**src/rtl/core/mspr_pkg.sv**
```systemverilog
package mspr_pkg;

	localparam int MAX_DIM     = 8;
	localparam int STORE_DEPTH = MAX_DIM * MAX_DIM;
	localparam int ADDR_W      = $clog2(STORE_DEPTH);
	localparam int DATA_W      = 32;
	localparam int DIM_W       = 4;
	localparam int IDX_W       = 3;
	localparam int CNT_W       = 7;

	localparam logic [DIM_W-1:0] DIM_RESET = 4'd8;

	// one input word: matching elements of a, b and c
	typedef struct packed {
		logic signed [DATA_W-1:0] a_elem;
		logic signed [DATA_W-1:0] b_elem;
		logic signed [DATA_W-1:0] c_elem;
	} in_word_t;

	// one result word
	typedef struct packed {
		logic [IDX_W-1:0]         row_index;
		logic [IDX_W-1:0]         col_index;
		logic signed [DATA_W-1:0] sum_elem;
		logic signed [DATA_W-1:0] product_elem;
		logic signed [DATA_W-1:0] running_total;
		logic                     last_result;
	} out_word_t;

	// controller to datapath commands
	typedef struct packed {
		logic              wr_en;
		logic [ADDR_W-1:0] wr_pos;
		logic              rd_en;
		logic [ADDR_W-1:0] c_addr;
		logic [ADDR_W-1:0] d_addr;
		logic              first;
		logic              last;
		logic              capture;
		logic              push;
		logic              clr_total;
		logic [IDX_W-1:0]  row;
		logic [IDX_W-1:0]  col;
		logic              last_res;
	} mspr_cmd_t;

	// datapath to controller status
	typedef struct packed {
		logic acc_done;
		logic out_free;
	} mspr_sts_t;

	// side length in use: zero reads as one, large values clamp
	function automatic logic [DIM_W-1:0] side_of(input logic [DIM_W-1:0] dim);
		logic [DIM_W-1:0] s;
		s = dim;
		if (s == '0)
			s = DIM_W'(1);
		if (s > DIM_W'(MAX_DIM))
			s = DIM_W'(MAX_DIM);
		return s;
	endfunction

endpackage

```
**src/rtl/core/mspr_ram.sv**
```systemverilog
module mspr_ram #(
	parameter int WIDTH = 32,
	parameter int DEPTH = 64
) (
	input  logic                     clk,
	input  logic                     wr_en,
	input  logic [$clog2(DEPTH)-1:0] wr_addr,
	input  logic [WIDTH-1:0]         wr_data,
	input  logic                     rd_en,
	input  logic [$clog2(DEPTH)-1:0] rd_addr,
	output logic [WIDTH-1:0]         rd_data
);

	logic [WIDTH-1:0] mem_q [DEPTH];

	// one write port, one registered read port
	always_ff @(posedge clk) begin
		if (wr_en)
			mem_q[wr_addr] <= wr_data;
		if (rd_en)
			rd_data <= mem_q[rd_addr];
	end

endmodule

```
**src/rtl/core/mspr_dp.sv**
```systemverilog
module mspr_dp
	import mspr_pkg::*;
(
	input  logic      clk,
	input  logic      arst_n,
	input  in_word_t  in_word,
	input  mspr_cmd_t cmd,
	output mspr_sts_t sts,
	output logic      out_valid,
	input  logic      out_stall,
	output out_word_t out_word
);

	logic [DATA_W-1:0] sum_wr;
	logic [DATA_W-1:0] c_rd;
	logic [DATA_W-1:0] d_rd;

	logic              valid_s1, first_s1, last_s1, cap_s1;
	logic              valid_s2, first_s2, last_s2, cap_s2;
	logic [DATA_W-1:0] prod_s2;
	logic [DATA_W-1:0] dval_s2;

	logic [DATA_W-1:0] acc_q;
	logic [DATA_W-1:0] sum_q;
	logic [DATA_W-1:0] total_q;
	logic [DATA_W-1:0] total_next;
	logic              done_q;
	logic              out_valid_q;
	out_word_t         out_q;

	assign sum_wr = DATA_W'(in_word.a_elem + in_word.b_elem);

	// d = a + b store
	mspr_ram #(.WIDTH(DATA_W), .DEPTH(STORE_DEPTH)) u_sum_ram (
		.clk     (clk),
		.wr_en   (cmd.wr_en),
		.wr_addr (cmd.wr_pos),
		.wr_data (sum_wr),
		.rd_en   (cmd.rd_en),
		.rd_addr (cmd.d_addr),
		.rd_data (d_rd)
	);

	// c store
	mspr_ram #(.WIDTH(DATA_W), .DEPTH(STORE_DEPTH)) u_c_ram (
		.clk     (clk),
		.wr_en   (cmd.wr_en),
		.wr_addr (cmd.wr_pos),
		.wr_data (DATA_W'(in_word.c_elem)),
		.rd_en   (cmd.rd_en),
		.rd_addr (cmd.c_addr),
		.rd_data (c_rd)
	);

	// tags follow the ram read
	always_ff @(posedge clk or negedge arst_n) begin
		if (!arst_n) begin
			valid_s1 <= 1'b0;
			valid_s2 <= 1'b0;
		end else begin
			valid_s1 <= cmd.rd_en;
			valid_s2 <= valid_s1;
		end
	end

	// multiply stage, low word only
	always_ff @(posedge clk) begin
		first_s1 <= cmd.first;
		last_s1  <= cmd.last;
		cap_s1   <= cmd.capture;
		first_s2 <= first_s1;
		last_s2  <= last_s1;
		cap_s2   <= cap_s1;
		dval_s2  <= d_rd;
		prod_s2  <= c_rd * d_rd;
	end

	// accumulate stage
	always_ff @(posedge clk) begin
		if (valid_s2) begin
			acc_q <= first_s2 ? prod_s2 : acc_q + prod_s2;
			if (cap_s2)
				sum_q <= dval_s2;
		end
	end

	always_ff @(posedge clk or negedge arst_n) begin
		if (!arst_n)
			done_q <= 1'b0;
		else if (valid_s2 && last_s2)
			done_q <= 1'b1;
		else if (cmd.push)
			done_q <= 1'b0;
	end

	assign total_next = total_q + acc_q;

	// grand total
	always_ff @(posedge clk or negedge arst_n) begin
		if (!arst_n)
			total_q <= '0;
		else if (cmd.clr_total)
			total_q <= '0;
		else if (cmd.push)
			total_q <= total_next;
	end

	// output register
	always_ff @(posedge clk or negedge arst_n) begin
		if (!arst_n)
			out_valid_q <= 1'b0;
		else if (cmd.push)
			out_valid_q <= 1'b1;
		else if (!out_stall)
			out_valid_q <= 1'b0;
	end

	always_ff @(posedge clk) begin
		if (cmd.push) begin
			out_q.row_index     <= cmd.row;
			out_q.col_index     <= cmd.col;
			out_q.sum_elem      <= sum_q;
			out_q.product_elem  <= acc_q;
			out_q.running_total <= total_next;
			out_q.last_result   <= cmd.last_res;
		end
	end

	assign out_valid     = out_valid_q;
	assign out_word      = out_q;
	assign sts.acc_done  = done_q;
	assign sts.out_free  = !out_valid_q || !out_stall;

endmodule

```
**config.mk**
```make
export PLATFORM = sky130hd
export DESIGN_NAME = mspr_dp
export DESIGN_NICKNAME = d
export VERILOG_FILES = /design/src/rtl/core/mspr_pkg.sv /design/src/rtl/core/mspr_ram.sv /design/src/rtl/core/mspr_dp.sv
export SDC_FILE = /design/constraint.sdc
export NUM_CORES = 2
export LEC_CHECK = 0
export BUFFER_PORTS_ARGS = -buffer_cell sky130_fd_sc_hd__buf_2
export CAP_MARGIN = 10
export CORE_ASPECT_RATIO = 1.4
export CORE_MARGIN = 1.5
export CORE_UTILIZATION = 45
export CTS_BUF_LIST = sky130_fd_sc_hd__clkbuf_16
export CTS_CLUSTER_DIAMETER = 30
export DETAILED_ROUTE_END_ITERATION = 10
export GPL_TIMING_DRIVEN = 0
export PLACE_DENSITY = 0.64
export SETUP_SLACK_MARGIN = 0.02
export SLEW_MARGIN = 10
export SYNTH_ARGS = -nofsm -noshare
export SYNTH_HDL_FRONTEND = slang
export SYNTH_SLANG_ARGS = --single-unit
```
**constraint.sdc**
```tcl
create_clock -name clk -period 17.8 [get_ports clk]
set_input_delay 0.89 -clock clk [delete_from_list [all_inputs] [get_ports clk]]
set_output_delay 0.89 -clock clk [all_outputs]
set_load 0.01 [all_outputs]
```
==> summary.txt <==
Clocking
  – Count of cells resized by post-cts repair: 0
  – Number of H-tree levels: 6
  – Worst-Skew Late Latency: 1.07 ns
  – CTS root buffer: sky130_fd_sc_hd__clkbuf_16
  – # clock sinks: 4433
  – CTS tree: yes
  – Max clock buf depth: 4
  – Clk pin slew, worst setup/hold paths: 0.05 ns
  – Total CTS buffers: 629

Power
  – Leakage: 74.75 nW
  – Total power per unit cell area: 192.2 mW/mm^2
  – Worst vdd ir: 0.001394 V

Synthesis
  – Sequential area share after synthesis: 0.7131
  – Top cells by area in the synthesized netlist: sky130_fd_sc_hd__edfxtp_1 70%, sky130_fd_sc_hd__mux4_2 16%, sky130_fd_sc_hd__fa_1 4.4%
  – Top cell type's share of synthesized area: 0.7007
  – Register bit total from synthesis: 4433
  – Post-synth design cell area: 0.1854 mm^2
  – Total nets after synthesis: 9504
  – Synth Instances: 8746
  – Count of flip-flops with a built-in enable after synthesis: 4327
  – Cell type with the highest aggregate area in the netlist: sky130_fd_sc_hd__edfxtp_1
  – Primary flip-flop cell chosen by synthesis mapping: sky130_fd_sc_hd__edfxtp_1
  – Asr flop ratio synth: 0.008121
  – Number of library cell types mapped by synthesis: 77
  – YS warnings: 0
  – Average cell area after synthesis: 21.20 um^2

Setup path
  – Most Frequent Cell on Critical Path: sky130_fd_sc_hd__fa_1
  – Reg2reg start: u_c_ram.rd_data[4]
  – End point of the critical path: prod_s2[31]
  – Worst path cell trace: clkbuf_1 > clkbuf_1 > and2_1 > fa_1 > fa_1 > fa_1 > inv_1 > fa_1 > inv_1 > fa_1 > ha_1 > fa_1 > fa_1 > ha_1 > a211o_1 > a21oi_1 > a21boi_1 > a41oi_2 > o21ai_2 > a311o_1 > a2111oi_2 > o31ai_1 > xnor2_1
  – Reg-to-Reg End: prod_s2[31]
  – Crit path kind: reg -> reg
  – Data required time at the worst endpoint: 18.69 ns
  – Sort of element at the start of the critical path: flop
  – Highest net fanout along the worst path: 10
  – Cell family with most CP delay: adder cells
  – Largest stage delay on the critical path: 0.95 ns
  – Kind of end point of the critical path: flop
  – Data arrival time of the critical path: 9.87 ns
  – Critical path buffers and inverters: 4
  – First element of the critical path: u_c_ram.rd_data[4]
  – Reg2Reg Setup Slack: 8.82 ns
  – Register-to-Register Path Depth: 23
  – Number of cells on the critical path: 23
  – Slowest cell on the critical path: sky130_fd_sc_hd__clkbuf_1

Layout
  – Number of nets in the layout: 10690
  – Most frequent standard cell in the layout excluding fill and tap cells: sky130_fd_sc_hd__edfxtp_1
  – Area growth from synthesis to final layout: 20.01%
  – Commonest cells after routing, fill and taps aside: 4327 x sky130_fd_sc_hd__edfxtp_1, 1335 x sky130_fd_sc_hd__mux4_2, 634 x sky130_fd_sc_hd__clkbuf_16
  – Proportion of layout cells with a drive suffix above 1: 0.3006

STA
  – Total negative slack: 0 ns
  – Tightest Pin Transition: 1.325 ns
  – Highest achievable clock rate: 111.4 MHz
  – Worst slew slack as a fraction of its limit: 0.1112
  – Setup violation total in the final timing report: 0
  – Unrepaired setup endpoints after global routing: false
  – Final hold violation count: 0
  – Hold_ws: 0.07605 ns
  – Period Utilization, post-route: 0.5044
  – Final slew viol count: 0
  – Clock period minus final worst setup slack: 8.978 ns
  – Largest clock skew in the final design: 0.07442 ns

Die
  – Die Span Y: 762.5 um
  – Overall die width: 545.5 um
  – Core area: 0.4097 mm^2
  – Die area: 0.4160 mm^2
  – Row count: 278
  – Io pins: 237
  – Initial core utilization: 0.4525

Placement
  – Count of input and output buffers: 221
  – Final HPWL from detailed placement: 384900 um
  – Routability Congestion: 0.9215

Route
  – DRC violation total after the first TritonRoute iteration: 9708
  – Vias per Instance: 5.946
  – Aggregate routed wire length: 544000 um
  – Number of nets still failing antenna checks after routing: 0
  – Number of detailed-routing iterations run before antenna repair: 6
  – DRC Markers: 0
  – Vias: 94760
  – Average wire length per cell after detail routing: 34.14 um

Run
  – Maximum Capacitance Violations: 0

Global route
  – Congestion Overflow GR: 0
  – Maximum number of pins on one net before global-route repair: 91
  – Antenna violations before repair: 32
  – All-layer global routing usage: 0.2600
  – Via count of the first global-routing pass: 100500
  – First-pass GRT wire length: 754700 um

Worst hold path
  – Path class of the lowest-slack min-delay path: in -> reg

Run status
  – Run status: finished clean
## power breakdown
group	switching, mW	internal [mW]
clock network	4.91	7.75
logic	10.3	7.30
registers	0.269	12.3
## repair_timing
action	4_1_cts	5_1_grt
hold buffers	11	0
hold endpoints to repair	40	0
buffers inserted	0	0
setup endpoints to repair	0	0
## worst min-delay path: stages
cell,delay [ns]
sky130_fd_sc_hd__buf_2,0.07
sky130_fd_sc_hd__nand2_1,0.05
sky130_fd_sc_hd__nand2_1,0.06
## state kept, by name, indices dropped and copies added (netlist names), 32 cells and up
name               count
dval_s2               32
u_sum_ram.rd_data     32
total_q               32
out_word             103
u_c_ram.mem_q       2048
u_sum_ram.mem_q     2048
sum_q                 32
u_c_ram.rd_data       32
prod_s2               32
acc_q                 32
## cells by family (layout without fill, tap and decap cells)
group                      count (synthesis)  after routing  share of synthesized area
DFF                                     4433           4433                     0.7131
muxes                                   1379           1379                     0.1646
and+or+nand+nor                          943            943                    0.02518
buffers and inverters                    840           2552                    0.01751
adders and majority gates                627            627                    0.05895
AOI/OAI and AO/OA                        370            370                    0.01335
xor gates and xnor gates                 154            154                   0.007274
other                                      0             18                          0
## per-layer routing
| metal | global-route usage | vias up | part of all wire |
|---|---|---|---|
| li1 | - | 37880 | - |
| met1 | 0.2785 | 50990 | 0.33 |
| met2 | 0.4942 | 4529 | 0.55 |
| met3 | 0.03990 | 1349 | 0.064 |
| met4 | 0.1281 | 10 | 0.055 |
| met5 | 0 | - | 0.00012 |
## worst min-delay path by stage
stage | depth (start not counted) | from | slack [ns] | endpoint
after CTS | 3 | out_stall | 0.007 | out_valid
after global placement | 0 | cap_s1 | 0.32 | cap_s2
after floorplan | 0 | cap_s1 | 0.31 | cap_s2
final | 3 | out_stall | 0.08 | out_valid
after global routing | 3 | out_stall | 0.08 | out_valid
after detailed placement | 0 | last_s1 | 0.31 | last_s2
## synthesized netlist by cell type, drive strengths merged, types with 36 or more instances
| library cell | number |
|---|---|
| edfxtp | 4327 |
| mux4 | 1335 |
| inv | 420 |
| fa | 411 |
| nand2 | 315 |
| and2 | 311 |
| clkbuf | 276 |
| ha | 216 |
| nor2 | 158 |
| buf | 143 |
| xnor2 | 109 |
| a21oi | 93 |
| o21ai | 83 |
| dfxtp | 70 |
| xor2 | 45 |
| a21o | 43 |
| dfrtp | 36 |
## area by class of cell
cell class	count	area, um^2
Fill cell	30860	187200
Tap cell	5460	6832
Clock buffer	634	15870
Clock inverter	525	5899
Buffer	419	1702
Antenna cell	18	45.04
Multi-Input combinational cell	3473	50780
Timing Repair Buffer	553	7590
Sequential cell	4433	132200
Inverter	421	1580
## through the flow
stage	cell area (um^2)	instances	power, mW	setup WS, ns	util
global placement	193400	14430	29.76	7.717	0.4719
finish	222500	15940	42.77	8.822	0.5431
global route	222500	15920	45.14	8.610	0.5430
detailed placement	200600	14750	30.16	8.947	0.4896
floorplan	185400	8746	24.77	10.91	-
CTS	222500	15920	42.89	8.904	0.5430
(Power assumes the default switching activity.)
