--- config.mk ---
export PLATFORM = sky130hd
export DESIGN_NAME = mspr_ctrl
export DESIGN_NICKNAME = d
export VERILOG_FILES = /design/src/rtl/core/mspr_pkg.sv /design/src/rtl/core/mspr_ctrl.sv
export SDC_FILE = /design/constraint.sdc
export NUM_CORES = 1
export LEC_CHECK = 0
export ABC_AREA = 1
export BUFFER_PORTS_ARGS = -buffer_cell sky130_fd_sc_hd__buf_2
export CELL_PAD_IN_SITES_DETAIL_PLACEMENT = 0
export CELL_PAD_IN_SITES_GLOBAL_PLACEMENT = 1
export CORE_ASPECT_RATIO = 1.75
export CORE_MARGIN = 4
export CORE_UTILIZATION = 30
export DETAILED_ROUTE_END_ITERATION = 6
export GPL_TIMING_DRIVEN = 0
export PLACE_DENSITY = 0.64
export SLEW_MARGIN = 20
export SYNTH_ARGS = -nofsm -noshare
export SYNTH_HDL_FRONTEND = slang
export SYNTH_SLANG_ARGS = --single-unit
--- constraint.sdc ---
create_clock -name clk -period 3.8 [get_ports clk]
set_input_delay 0.19 -clock clk [delete_from_list [all_inputs] [get_ports clk]]
set_output_delay 0.19 -clock clk [all_outputs]
set_load 0.02 [all_outputs]
--- src/rtl/core/mspr_pkg.sv ---
package mspr_pkg;

	localparam int MAX_DIM     = 8;
	localparam int STORE_DEPTH = MAX_DIM * MAX_DIM;
	localparam int ADDR_W      = $clog2(STORE_DEPTH);
	localparam int DATA_W      = 32;
	localparam int DIM_W       = 4;
	localparam int IDX_W       = 3;
	localparam int CNT_W       = 7;

	localparam logic [DIM_W-1:0] DIM_RESET = 4'd8;

	// one input word: matching elements of a, b and c
	typedef struct packed {
		logic signed [DATA_W-1:0] a_elem;
		logic signed [DATA_W-1:0] b_elem;
		logic signed [DATA_W-1:0] c_elem;
	} in_word_t;

	// one result word
	typedef struct packed {
		logic [IDX_W-1:0]         row_index;
		logic [IDX_W-1:0]         col_index;
		logic signed [DATA_W-1:0] sum_elem;
		logic signed [DATA_W-1:0] product_elem;
		logic signed [DATA_W-1:0] running_total;
		logic                     last_result;
	} out_word_t;

	// controller to datapath commands
	typedef struct packed {
		logic              wr_en;
		logic [ADDR_W-1:0] wr_pos;
		logic              rd_en;
		logic [ADDR_W-1:0] c_addr;
		logic [ADDR_W-1:0] d_addr;
		logic              first;
		logic              last;
		logic              capture;
		logic              push;
		logic              clr_total;
		logic [IDX_W-1:0]  row;
		logic [IDX_W-1:0]  col;
		logic              last_res;
	} mspr_cmd_t;

	// datapath to controller status
	typedef struct packed {
		logic acc_done;
		logic out_free;
	} mspr_sts_t;

	// side length in use: zero reads as one, large values clamp
	function automatic logic [DIM_W-1:0] side_of(input logic [DIM_W-1:0] dim);
		logic [DIM_W-1:0] s;
		s = dim;
		if (s == '0)
			s = DIM_W'(1);
		if (s > DIM_W'(MAX_DIM))
			s = DIM_W'(MAX_DIM);
		return s;
	endfunction

endpackage

--- src/rtl/core/mspr_ctrl.sv ---
module mspr_ctrl
	import mspr_pkg::*;
(
	input  logic             clk,
	input  logic             arst_n,
	input  logic             in_valid,
	output logic             in_stall,
	input  logic             dim_wr_en,
	input  logic [DIM_W-1:0] dim_wr_data,
	input  mspr_sts_t        sts,
	output mspr_cmd_t        cmd
);

	typedef enum logic [1:0] {
		ST_LOAD,
		ST_ISSUE,
		ST_WAIT
	} state_t;

	state_t           state_q;
	logic [DIM_W-1:0] dim_q;
	logic [CNT_W-1:0] load_cnt_q;
	logic [IDX_W-1:0] i_q, j_q, z_q;

	logic [DIM_W-1:0] side;
	logic [IDX_W-1:0] side_m1;
	logic [CNT_W-1:0] cells;
	logic [CNT_W-1:0] load_next;
	logic             accept;
	logic             frame_full;
	logic             z_last;
	logic             j_last;
	logic             i_last;
	logic             push;
	logic [CNT_W-1:0] c_base;
	logic [CNT_W-1:0] d_base;

	assign side      = side_of(dim_q);
	assign side_m1   = IDX_W'(side - DIM_W'(1));
	assign cells     = CNT_W'(side) * CNT_W'(side);
	assign load_next = load_cnt_q + CNT_W'(1);

	assign in_stall   = (state_q != ST_LOAD);
	assign accept     = in_valid && !in_stall;
	assign frame_full = (load_next >= cells);

	assign z_last = (z_q == side_m1);
	assign j_last = (j_q == side_m1);
	assign i_last = (i_q == side_m1);
	assign push   = (state_q == ST_WAIT) && sts.acc_done && sts.out_free;

	// row bases for c[i][z] and d[z][j]
	assign c_base = CNT_W'(i_q) * CNT_W'(side);
	assign d_base = CNT_W'(z_q) * CNT_W'(side);

	// commands to the datapath
	always_comb begin
		cmd.wr_en     = accept;
		cmd.wr_pos    = load_cnt_q[ADDR_W-1:0];
		cmd.rd_en     = (state_q == ST_ISSUE);
		cmd.c_addr    = c_base[ADDR_W-1:0] + ADDR_W'(z_q);
		cmd.d_addr    = d_base[ADDR_W-1:0] + ADDR_W'(j_q);
		cmd.first     = (z_q == '0);
		cmd.last      = z_last;
		cmd.capture   = (z_q == i_q);
		cmd.push      = push;
		cmd.clr_total = dim_wr_en || (accept && frame_full);
		cmd.row       = i_q;
		cmd.col       = j_q;
		cmd.last_res  = i_last && j_last;
	end

	// sequencer: load, then one issue and wait pass per result element
	always_ff @(posedge clk or negedge arst_n) begin
		if (!arst_n) begin
			state_q    <= ST_LOAD;
			dim_q      <= DIM_RESET;
			load_cnt_q <= '0;
			i_q        <= '0;
			j_q        <= '0;
			z_q        <= '0;
		end else begin
			if (dim_wr_en) begin
				dim_q      <= dim_wr_data;
				load_cnt_q <= '0;
			end
			case (state_q)
				ST_LOAD: begin
					if (accept && !dim_wr_en) begin
						if (frame_full) begin
							load_cnt_q <= '0;
							i_q        <= '0;
							j_q        <= '0;
							z_q        <= '0;
							state_q    <= ST_ISSUE;
						end else begin
							load_cnt_q <= load_next;
						end
					end
				end
				ST_ISSUE: begin
					if (z_last) begin
						z_q     <= '0;
						state_q <= ST_WAIT;
					end else begin
						z_q <= z_q + IDX_W'(1);
					end
				end
				ST_WAIT: begin
					if (push) begin
						if (j_last) begin
							j_q <= '0;
							i_q <= i_q + IDX_W'(1);
						end else begin
							j_q <= j_q + IDX_W'(1);
						end
						state_q <= (i_last && j_last) ? ST_LOAD : ST_ISSUE;
					end
				end
				default: begin
					state_q <= ST_LOAD;
				end
			endcase
		end
	end

endmodule

==> run metrics, run 1 <==
Final Slew Violations 0; antenna violations before repair 0; R2R setup slack 900 ps; Setup Fix Bufs, Post-CTS 0; maximum vdd drop about 280 uV; later-pin clock latency in the skew report approximately 270 ps; Async SR Flop Fraction between 90% and 100%; Die Area approximately 10000 um^2; placed cells between 400 and 500; CTS tree built; Core Util, Final about 37%; FMAX ~280 MHz; Syn Inst Count between 300 and 400; drt pass-1 iters 4; switching share of power a little under half; WP data required around 3600 ps; final total power between 1 and 1.5 mW; Syn Std Cell Area 2510 um^2; Placed Area between 2000 and 3000 um^2; simple-gate share of the synthesized area 26.2%; Critical Path Slowest Stage Cell fa_1; Yosys top cell by area dfrtp_1; dpl ws 101 ps; syn nets around 390; Crit. Startpoint dim_q[2]; share of cells above drive strength 1 a little over a fifth; CP arrival roughly 3400 ps; clk buf depth 2; DRC Markers 0; clock share of power between 20% and 30%; DRT iter0 DRCs 36; GPL Wtd Cong between 0.7 and 0.8; chip width 77.2 um; Buffers on Ports 42; startpoint types flop; mux cell area share after synthesis 0%; Vias around 2200; CTS buffer count 3; Rows 43; count leader, synth nand2_1; internal power around 770 uW; crit-path cells o21ai_2 -> nand2_4 -> inv_4 -> nand2_1 -> fa_1 -> fa_1 -> inv_1 -> fa_1 -> nand2_1 -> nand2_1 -> a21oi_1 -> xor2_1 -> buf_2; H-tree depth 1; sequential share of the synthesized area between 20 and 25%; Synth Area in Compound Gates 4.78%; Tmin final between 3000 and 4000 ps; WHS roughly 140 ps; sequential share of power between 20% and 30%; antenna-violating nets left 0; Detailed Route WL approximately 6 mm; Final nets about 430; setup_tns 0 ps; post-synth top area share approximately a fifth; Slew @ Worst Pin ~540 ps; YS warnings 0; max cap viols 0; largest family of logic cells by synthesized area simple AND/OR/NAND/NOR gates; slowest stage delay, CP between 500 and 600 ps; clock slew at reported path FFs approximately 60 ps; P&R area growth vs syn 18.3%; clock sinks 22; final setup fails 0; critical path type flop to primary output; Worst Path Max Fanout 6; Hold/Removal Path Class primary input to flop; status finished clean; drt wl/cell roughly 13 um; setup slack after layout approximately 220 ps; Final Hold Fails 0; Die Span Y approximately 130 um; static leakage about 1.8 nW; largest net degree at the start of global routing 23; RR Endpoint i_q[1]; detailed placement HPWL slightly above 5 mm; hold_sp dim_wr_data[0]; ys flop type dfrtp_1; Post-synth EDFFs 0; Diodes inserted 0; sw power 693 uW; top cells by area, synth dfrtp_1 21%, ha_1 19%, nand2_1 11%; Synth Register Bits 22; combinational share of power 55.6%; reg2reg start dim_q[3]; Initial Util between 30% and 40%; CTS root buffer clkbuf_16; Syn Area/Cell 7.63 um^2; vias per inst approximately 4.6; CP Capture Type primary output; CP endpoint cmd[23]; number of global-route vias before repair around 2300; Worst Reg2Reg Path Length in Cells 20; Filler cells 894; total track usage about an eighth; fin cells around 470; GRT overflow 0; Pwr Density 491 nW/um^2; Synth Area in XOR/XNOR under 10%; synthesized-area fraction occupied by adder cells approximately a quarter; top cells by count, synth 72 x nand2_1, 51 x inv_1, 38 x ha_1; slew margin rel. 63.9%; IO Pins 43; Synth cell types 34; Finished Cell Area about 3000 um^2; first-pass GRT wire length around 11 mm; RSZ-0062 raised after global routing false; clock skew ~5.5 ps; Final Cycle Share around 94%; Core ar. slightly above 8000 um^2
final cells by class:
class	instances	area (um^2)	share of cell area [%]
sequential	22	552	18.6
timing repair buffer	43	223	7.49
tap	90	113	3.79
multi-input combinational	239	1670	56.3
inverter	54	208	6.99
buffer	14	98.8	3.33
clock inverter	1	30.0	1.01
clock buffer	3	75.1	2.53
critical path, delay by kind of cell (launching register included):
family	cells	cell delay (ps)
compound gates	2	370
xor+xnor	1	150
fa+ha+maj	3	1480
buf+inv	3	370
flops	1	420
simple gates	4	340
routing by layer:
layer,vias up,global-route usage (%),wire [um]
li1,1115,-,-
met1,1013,13.2,2400
met2,31,28.1,3480
met3,5,0.765,134
met4,0,5.24,112
met5,-,0,0
power by group through the flow:
stage          combinational, mW  clock (mW)  sequential [mW]
3_5_place_dp               0.814           0            0.346
3_3_place_gp               0.812           0            0.346
4_1_cts                    0.824       0.315            0.342
5_1_grt                    0.926       0.322            0.349
6_report                   0.810       0.308            0.340
2_1_floorplan              0.609           0            0.328
timing repair:
| action | 4_1_cts | 5_1_grt |
|---|---|---|
| pin swaps | 0 | 2 |
| resized for setup | 3 | 5 |
| endpoints found under the hold margin | 21 | 0 |
| setup endpoints to repair | 2 | 2 |
| hold buffers | 1 | 0 |
how the worst min path moves through the flow:
stage                         end  slack, ps  cells after the start
CTS                      dim_q[0]        140                      3
finish                   dim_q[0]        140                      3
global route             dim_q[0]        140                      3
detailed placement  load_cnt_q[0]        210                      1
floorplan                dim_q[0]       -110                      0
global placement    load_cnt_q[0]        210                      1
cells in the final DEF (no fill, tap or decap), types with 4 or more instances in the layout:
| master | synthesis | layout |
|---|---|---|
| a21oi_1 | 5 | 4 |
| buf_2 | 1 | 42 |
| buf_4 | 10 | 11 |
| dfrtp_1 | 21 | 21 |
| fa_1 | 9 | 9 |
| ha_1 | 38 | 38 |
| inv_1 | 51 | 50 |
| nand2_1 | 72 | 71 |
| nand2_2 | 4 | 4 |
| nand3_1 | 26 | 26 |
| nor2_1 | 26 | 25 |
| o21ai_0 | 12 | 12 |
| xnor2_1 | 8 | 8 |
| xor2_1 | 17 | 17 |
flip-flops by register name, indices dropped and copies added, names as in the netlist:
| register | cells |
|---|---|
| j_q | 3 |
| z_q | 3 |
| dim_q | 4 |
| load_cnt_q | 7 |
| i_q | 3 |
| state_q | 2 |
cells by family after synthesis:
family | count (synthesis)
other cells | 1
flops | 22
xor+xnor | 25
simple gates | 144
buf+inv | 68
fa+ha+maj | 47
compound gates | 22
No activity file was read; power rests on OpenSTA's default activity.
==> run 2, diff against run 1 <==
Settings changed: PLACE_DENSITY 0.64 to unset, PLACE_DENSITY_LB_ADDON set to 0.1, REMOVE_ABC_BUFFERS set to 1.
==> run metrics, run 2 (same netlist as run 1, synthesis figures left out) <==
crit-path cells o21ai_4 -> nand2_4 -> inv_4 -> nand2_1 -> fa_1 -> fa_1 -> inv_1 -> fa_1 -> nand2_1 -> nand2_1 -> a21oi_1 -> xor2_1 -> buf_2; antenna violations before repair 0; CP Capture Type primary output; Seq. cell area ~550 um^2; WHS roughly 130 ps; Largest delay share family, worst path adder cells; met1 Resource Use GR 14.6%; Rows 43; clock slew at reported path FFs roughly 60 ps; total track usage 13.8%; Die Span Y approximately 130 um; Final Hold Fails 0; vias per inst around 4.7; RSZ-0062 raised after global routing false; most frequent cells in the layout 71 x nand2_1, 50 x inv_1, 42 x buf_2; commonest non-fill, non-tap cell in the layout nand2_1; critical path type flop to primary output; P&R area growth vs syn 14.8%; CTS tree built; RR Endpoint i_q[2]; clock sinks 22; IO Pins 43; GRT overflow 0; number of global-route vias before repair between 2000 and 2500; CP arrival about 3400 ps; FMAX roughly 280 MHz; Hold/Removal Path Class primary input to flop; Detailed Route WL between 6 and 7 mm; Vias 2107; chip width 77.2 um; multi-input logic area roughly 1700 um^2; clk buf depth 2; Final nets ~420; Core Util, Final between 30% and 40%; static leakage 1.71 nW; GRT Max-Usage Layer met2; hold_sp dim_wr_data[1]; GPL Wtd Cong 0.767; detailed placement HPWL 5.34 mm; Hold Path Cell Cnt 3; final setup fails 0; Buffers on Ports 42; first-pass GRT wire length approximately 11 mm; largest net degree at the start of global routing 23; drt wl/cell roughly 14 um; Largest register FFs 7; WP data required 3610 ps; Most flops, register load_cnt_q; setup_tns 0 ps; Pwr Density roughly 500 nW/um^2; drt pass-1 iters 4; Initial Util 31.1%; CP bufs+invs 3; slew margin rel. 61.5%; Tmin final 3590 ps; Regs by FF count load_cnt_q (7), dim_q (4); share of cells above drive strength 1 a little under a fifth; Hold EP dim_q[1]; max cap viols 0; CTS buffer count 3; Slew @ Worst Pin ~580 ps; Worst Reg2Reg Path Length in Cells 16; Worst Path Max Fanout 6; maximum vdd drop between 150 and 200 uV; later-pin clock latency in the skew report between 200 and 300 ps; clock skew between 2 and 2.5 ps; Critical Path Slowest Stage Cell fa_1; grt met2 use roughly 28%; Die Area 9960 um^2; antenna-violating nets left 0; reg2reg start dim_q[1]; slowest stage delay, CP between 500 and 600 ps; startpoint types flop; Crit path depth 13; CTS root buffer clkbuf_16; H-tree depth 1; met3 Usage GRT under 10%; status finished clean; R2R setup slack 870 ps; Diodes inserted 0; Final Cycle Share about 95%; Final Slew Violations 0; Core ar. 8070 um^2; DRT iter0 DRCs 60; Filler cells 903; DRC Markers 0
run 2: cell count changes in the layout (fill, tap and decap cells not counted):
cell,previous run,this run
a21oi_1,4,5
dfrtp_2,0,1
o21ai_4,0,1
a21oi_2,1,0
clkbuf_1,2,0
buf_6,1,0
o21ai_2,2,1
dfrtp_1,21,20
buf_4,11,1
run 2: worst max path at each step:
| stage | startpoint | endpoint | slack [ps] |
|---|---|---|---|
| after floorplan | dim_q[2] | cmd[23] | 520 |
| after global placement | dim_q[3] | cmd[17] | 110 |
| after detailed placement | dim_q[3] | cmd[17] | 80 |
| after CTS | dim_q[3] | cmd[17] | 20 |
| after global routing | dim_q[2] | cmd[23] | 20 |
| final | dim_q[2] | cmd[23] | 210 |
run 2: layer usage:
metal	wire length, um	part of all wire, %	up-vias
li1	-	-	1086
met3	135	2.1	5
met4	89	1.4	0
met2	3740	58	26
met5	0	0	-
met1	2430	38	990
run 2: stage by stage:
step                      area (um^2)  cells  worst slack [ps]  total power, mW
after floorplan                  2410    315               516            0.912
after global placement           2740    447               115             1.15
after detailed placement         2740    447              76.8             1.15
after CTS                        2860    452              19.3             1.48
after global routing             2880    453              24.5             1.57
final                            2880    453               206             1.44
run 2: final cells by class:
type | count | area share [%]
timing repair buffer | 44 | 7.90
tap | 90 | 3.91
multi-input combinational | 239 | 58.2
clock buffer | 3 | 2.60
clock inverter | 1 | 1.04
inverter | 54 | 7.20
sequential | 22 | 19.2
run 2: tightest hold or removal path, cell delays in order:
cell     delay, ps
buf_2           70
nand2_1         40
o21ai_0         50
run 2: what timing repair did:
| item | 4_1_cts | 5_1_grt |
|---|---|---|
| hold buffers | 1 | 0 |
| gates resized for setup | 3 | 5 |
| endpoints found under the setup margin | 3 | 2 |
| hold endpoints to repair | 21 | 0 |
| setup buffers | 0 | 1 |
run 2: power breakdown:
group          switching (mW)  internal [mW]
Clock                  0.0987          0.210
Combinational           0.518          0.263
Sequential             0.0818          0.273
Total                   0.698          0.746
